--- config.mk ---
export PLATFORM = sky130hd
export DESIGN_NAME = mpni_ctrl
export DESIGN_NICKNAME = d
export VERILOG_FILES = /design/src/mpni_pkg.sv /design/src/mpni_ctrl.sv
export SDC_FILE = /design/constraint.sdc
export NUM_CORES = 1
export LEC_CHECK = 0
export BUFFER_PORTS_ARGS = -buffer_cell sky130_fd_sc_hd__buf_2
export CORE_MARGIN = 10
export CORE_UTILIZATION = 50
export CTS_BUF_LIST = sky130_fd_sc_hd__clkbuf_2 sky130_fd_sc_hd__clkbuf_4 sky130_fd_sc_hd__clkbuf_8
export DETAILED_ROUTE_END_ITERATION = 6
export GPL_ROUTABILITY_DRIVEN = 0
export GPL_TIMING_DRIVEN = 0
export HOLD_SLACK_MARGIN = 0.05
export PLACE_DENSITY = 0.81
export SLEW_MARGIN = 10
export SYNTH_ARGS = -nofsm -noshare
export SYNTH_HDL_FRONTEND = slang
export SYNTH_SLANG_ARGS = --single-unit
--- constraint.sdc ---
create_clock -name clk -period 3 [get_ports clk]
set_clock_uncertainty 0.1 [all_clocks]
set_input_delay 0.45 -clock clk [delete_from_list [all_inputs] [get_ports clk]]
set_output_delay 0.45 -clock clk [all_outputs]
set_load 0.005 [all_outputs]
--- src/mpni_pkg.sv ---
// ----------------------------------------------------------------------------
// mpni_pkg
// Shared request codes, constants and the controller/datapath command struct.
// ----------------------------------------------------------------------------
`default_nettype none
package mpni_pkg;
  localparam logic [2:0] REQ_WR_IN_W   = 3'd0;
  localparam logic [2:0] REQ_WR_OUT_W  = 3'd1;
  localparam logic [2:0] REQ_WR_IN_B   = 3'd2;
  localparam logic [2:0] REQ_WR_OUT_B  = 3'd3;
  localparam logic [2:0] REQ_START     = 3'd4;
  localparam logic [2:0] REQ_PIECE     = 3'd5;
  localparam logic [2:0] REQ_THREAT    = 3'd6;
  localparam logic [2:0] REQ_SCORE     = 3'd7;

  localparam int THREAT_BASE = 768;
  localparam logic [5:0] MIRROR_XOR = 6'd56;
  localparam int FEATURE_ROWS = 832;

  // per-cycle command from controller to datapath
  typedef struct packed {
    logic       wr_in_w;
    logic       wr_out_w;
    logic       wr_in_b;
    logic       wr_out_b;
    logic       rd_in_w;    // issue input-weight read for current row/unit
    logic       rd_bias;    // issue input-bias read for current unit
    logic       rd_out;     // issue output-weight read
    logic       acc_add;    // add pending weight into accumulator
    logic       acc_load;   // load pending bias into accumulator
    logic       mac;        // accumulate product into logit
    logic       clr_sum;
    logic       fin;        // present result: raises move_strobe
  } dp_cmd_t;
endpackage
`default_nettype wire

--- src/mpni_ctrl.sv ---
// ----------------------------------------------------------------------------
// mpni_ctrl
// Sequencer: scans set board bits and sweeps hidden units one per cycle.
// ----------------------------------------------------------------------------
`default_nettype none
module mpni_ctrl #(
  parameter int HIDDEN_UNITS = 32,
  parameter int UW = (HIDDEN_UNITS > 1) ? $clog2(HIDDEN_UNITS) : 1
) (
  input  wire logic         clk,
  input  wire logic         rst,
  input  wire logic         start,
  input  wire logic [2:0]   req_type,
  input  wire logic         side_to_move,
  input  wire logic [3:0]   piece_index,
  input  wire logic [63:0]  board_bits,
  output logic              busy,
  output mpni_pkg::dp_cmd_t cmd,
  output logic [9:0]        row,
  output logic [UW-1:0]     unit,
  output logic [UW-1:0]     unit_d
);
  import mpni_pkg::*;

  localparam logic [2:0] S_IDLE = 3'd0;
  localparam logic [2:0] S_SCAN = 3'd1;
  localparam logic [2:0] S_ROW  = 3'd2;
  localparam logic [2:0] S_BIAS = 3'd3;
  localparam logic [2:0] S_OUT  = 3'd4;
  localparam logic [2:0] S_FIN  = 3'd5;
  localparam logic [UW-1:0] LAST = UW'(HIDDEN_UNITS - 1);

  logic [2:0]  state;
  logic [63:0] bits;
  logic [5:0]  sq;
  logic [9:0]  base;
  logic        white;
  logic        pend_add, pend_bias, pend_mac;
  logic        score_run;
  logic [3:0]  pk;

  // piece kind is formed from the live side bit at the accepting edge
  always_comb begin
    pk = side_to_move ? piece_index : ((piece_index < 4'd6) ? piece_index + 4'd6
                                                             : piece_index - 4'd6);
  end

  always_ff @(posedge clk) begin
    if (rst) begin
      state <= S_IDLE;
      pend_add <= 1'b0;
      pend_bias <= 1'b0;
      pend_mac <= 1'b0;
      score_run <= 1'b0;
    end else begin
      pend_add <= cmd.rd_in_w;
      pend_bias <= cmd.rd_bias;
      pend_mac <= cmd.rd_out;
      score_run <= pend_mac;
      unit_d <= unit;
      case (state)
        S_IDLE: begin
          unit <= '0;
          sq <= '0;
          white <= side_to_move;
          bits <= board_bits;
          if (start) begin
            case (req_type)
              REQ_START: state <= S_BIAS;
              REQ_PIECE: begin
                base <= {pk[3:0], 6'd0};
                if (side_to_move ? (piece_index <= 4'd11) : (piece_index <= 4'd11))
                  state <= S_SCAN;
              end
              REQ_THREAT: begin
                base <= 10'(THREAT_BASE);
                state <= S_SCAN;
              end
              REQ_SCORE: state <= S_OUT;
              default: state <= S_IDLE;
            endcase
          end
        end
        S_SCAN: begin
          if (sq == 6'd63 && !bits[sq]) state <= S_FIN;
          else if (bits[sq]) begin
            row <= base + 10'(white ? sq : (sq ^ MIRROR_XOR));
            unit <= '0;
            state <= S_ROW;
          end else sq <= sq + 6'd1;
        end
        S_ROW: begin
          unit <= unit + 1'b1;
          if (unit == LAST) begin
            bits[sq] <= 1'b0;
            state <= S_SCAN;
          end
        end
        S_BIAS, S_OUT: begin
          unit <= unit + 1'b1;
          if (unit == LAST) state <= S_FIN;
        end
        S_FIN: if (!pend_add && !pend_bias && !pend_mac) state <= S_IDLE;
        default: state <= S_IDLE;
      endcase
    end
  end

  always_comb begin
    cmd = '0;
    busy = (state != S_IDLE);
    if (state == S_IDLE && start) begin
      cmd.wr_in_w  = (req_type == REQ_WR_IN_W);
      cmd.wr_out_w = (req_type == REQ_WR_OUT_W);
      cmd.wr_in_b  = (req_type == REQ_WR_IN_B);
      cmd.wr_out_b = (req_type == REQ_WR_OUT_B);
      cmd.clr_sum  = (req_type == REQ_SCORE);
    end
    cmd.rd_in_w  = (state == S_ROW);
    cmd.rd_bias  = (state == S_BIAS);
    cmd.rd_out   = (state == S_OUT);
    cmd.acc_add  = pend_add;
    cmd.acc_load = pend_bias;
    cmd.mac      = pend_mac;
    // first cycle after the last mac has retired
    cmd.fin      = score_run && !pend_mac;
  end
endmodule
`default_nettype wire

==> impl_metrics.toml <==
[grt]
met2_usage_pct = 29.69
grtUsageMet3_pct = 4.885
gr-usage-met1_pct = 24.01
top_usage_layer = "met2"
grt_pass1_vias = 4736
overflow = 0
antenna_found_initial = 0
grt_pass1_wl_um = 24500
grt_usage_pct = 19.12
grt_max_degree = 65

[yosys]
synthesis.instances = 531
ys_types = 55
yosysTopAreaCell = "edfxtp_1"
synth_area_leaders = "edfxtp_1 53%, o21ai_0 13%, nand2_1 6.2%, dfxtp_1 2.6%, mux2i_1 2.6%"
yosysMostFrequentCell = "o21ai_0"
syn_area_per_cell_um2 = 10.23
synth-edff-count = 95
synth_nets = 611
postSynth.asyncResetShare_pct = 0
synth_top_area_share_pct = 52.53
synthTopCellsByCount = "137 x o21ai_0, 95 x edfxtp_1, 89 x nand2_1, 27 x clkbuf_1, 26 x nor2_1"
synth_seq_area_share_pct = 55.12
ys_warn_count = 0
synthFlopType = "edfxtp_1"
synth-seq-cells = 102
synthesis.area_um2 = 5430

[sta]
setup_viol = 10
timing.slew.headroom_pct = 42.43
fmax_ghz = 0.3329
hold_violations = 0
whs_ns = 0.2431
tightest_slew_ns = 0.8635
setup_ws_ns = -0.003766
rsz0062_at_grt = "no"
fin_crit_sh_pct = 100.1
maxSlewViolCount = 0
fin_crit_ns = 3.004

[placement]
io_buffers = 105
dp_slack_ns = -0.4491
dp_hpwl_um = 11140
placed_cell_area_um2 = 6131
placedCellCount = 772

[clock_tree]
ctsHtreeMaxLevel = 3
max-clock-path-buffers = 2
cts_tree = "done"
clk_pin_slew_ns = 0.10
cts_sinks = 102
cts-root-buf = "clkbuf_8"
cts_buffers = 9
clk_latency_ns = 0.38

[floorplanning]
core_area_um2 = 10460
start_util_pct = 51.90
die_h_um = 124.2
num_rows = 37
ios = 108
dieArea_um2 = 15430
die_w_um = 124.2

[worst_hold_path]
min_path_cells = 3
hold_path.class = "input pin to register"
hold_path.startpoint = "board_bits[4]"

[cells_and_area]
nFillCells = 882
nets = 728
design_area_um2 = 6384
syn_to_final_growth_pct = 17.56
multi_input_area_um2 = 2258
seq_area_um2 = 2993
n_antenna_cell = 0
layout-drive-gt1-share_pct = 23.12
stdcell_count = 789

[route]
drtAntennaViolNets = 0
wl_um = 15720
drc_errors = 0
firstDrtPassIters = 5
via_per_inst = 6.087
drt-initial-drc-count = 624
vias = 4803
wire_per_inst_um = 19.92

[worst_setup_path]
crit_end = "row[0]$_DFFE_PP_"
r2r_cells = 7
crit_slowest_cell = "edfxtp_1"
rrSetupSlack_ns = -0.004
worstPathMaxFanout = 10
cp_num_buf_inv = 2
cp_cell_sequence = "buf_6 -> buf_2 -> mux4_2 -> a21oi_1 -> a311oi_2 -> and4_1 -> nor3_4"
criticalPathCategory = "register to register"
arrival_ns = 2.92
crit_family = "simple AND/OR/NAND/NOR gates"
cp.depth = 7
cp-start-kind = "register"
worstPathRequired_ns = 2.91
timing.rr.end = "row[0]$_DFFE_PP_"
timing.rr.start = "sq[0]$_SDFFCE_PP0P_"
worstSetupEndpointType = "register"
critical-path-max-stage-delay_ns = 0.53
crit_path_start = "sq[0]$_SDFFCE_PP0P_"

[status]
status = "complete, but fails checks"
violations = "setup timing"

[pwr]
leakagePower_nw = 2.527
p_total_w = 0.005936
ir_drop_mv = 0.3768
p_per_area_nw_per_um2 = 929.9

[run]
max-cap-violations = 0
cells in the final DEF (no fill, tap or decap), types with 6 or more instances in the layout:
cell type / count
clkbuf_1: 27
o21ai_0: 137
clkbuf_8: 10
nor2_1: 26
nand3_1: 8
nand2_1: 89
buf_2: 113
nor2b_1: 7
mux2i_1: 14
a21oi_1: 6
xnor2_1: 9
edfxtp_1: 95
dfxtp_1: 7
inv_1: 9
cell type report:
cell class	instances	share of cell area [%]
clock buffers	13	2.509
plain buffers	40	2.920
repair buffers	106	8.350
multi-input cells	379	35.38
well taps	136	2.666
inverters	10	0.5880
flip-flops and latches	102	46.88
clock inverters	3	0.7056
worst min-delay path: stages:
cell and delay, ns:
buf_2 0.07, nand2_1 0.04, o21ai_0 0.05
metrics by stage:
| stage | TNS (ns) | util (%) |
|---|---|---|
| 2_1_floorplan | 0 | - |
| 6_report | -0.01825 | 61.01 |
| 3_3_place_gp | -3.987 | 58.56 |
| 4_1_cts | 0 | 60.83 |
| 5_1_grt | 0 | 61.01 |
| 3_5_place_dp | -5.008 | 58.60 |
sequential cells by signal, summed over array words and instances (netlist names), 3 cells and up:
name	cells
bits	64
row	10
sq	6
unit	5
unit_d	5
base	4
state	3
cell families (layout without fill, tap and decap cells):
group / count (synthesis) / after routing / share of synthesized area, %
buffers and inverters: 50 / 172 / 4.124
AND/OR/NAND/NOR: 167 / 167 / 14.33
multiplexers: 23 / 23 / 5.484
adder cells (fa/ha/maj): 5 / 5 / 1.152
XOR/XNOR: 11 / 11 / 1.774
flip-flops: 102 / 102 / 55.12
AO/OA/AOI/OAI: 173 / 173 / 18.02
report_power, final:
| group | leakage, nW | internal [W] | switching [W] |
|---|---|---|---|
| registers | 0.971 | 0.00218 | 0.000232 |
| logic | 1.46 | 0.000891 | 0.00173 |
| clock network | 0.100 | 0.000437 | 0.000464 |
| total | 2.53 | 0.00351 | 0.00242 |
metal layers:
| layer | wire, µm | up-vias |
|---|---|---|
| li1 | - | 2181 |
| met1 | 6138 | 2236 |
| met2 | 7318 | 325 |
| met3 | 1651 | 61 |
| met4 | 609 | 0 |
| met5 | 0 | - |
worst min path at each step:
stage	to
2_1_floorplan	row[6]$_DFFE_PP_
3_3_place_gp	row[9]$_DFFE_PP_
3_5_place_dp	row[7]$_DFFE_PP_
4_1_cts	bits[5]$_DFFE_PP_
5_1_grt	bits[0]$_DFFE_PP_
6_report	bits[4]$_DFFE_PP_
timing repair:
action | 4_1_cts | 5_1_grt
buffers inserted | 0 | 1
pin swaps | 0 | 2
cloned | 0 | 0
hold buffers | 0 | 0
resized for setup | 4 | 1
endpoints found under the setup margin | 21 | 11
Note: power is estimated with default switching activity, not from simulation.
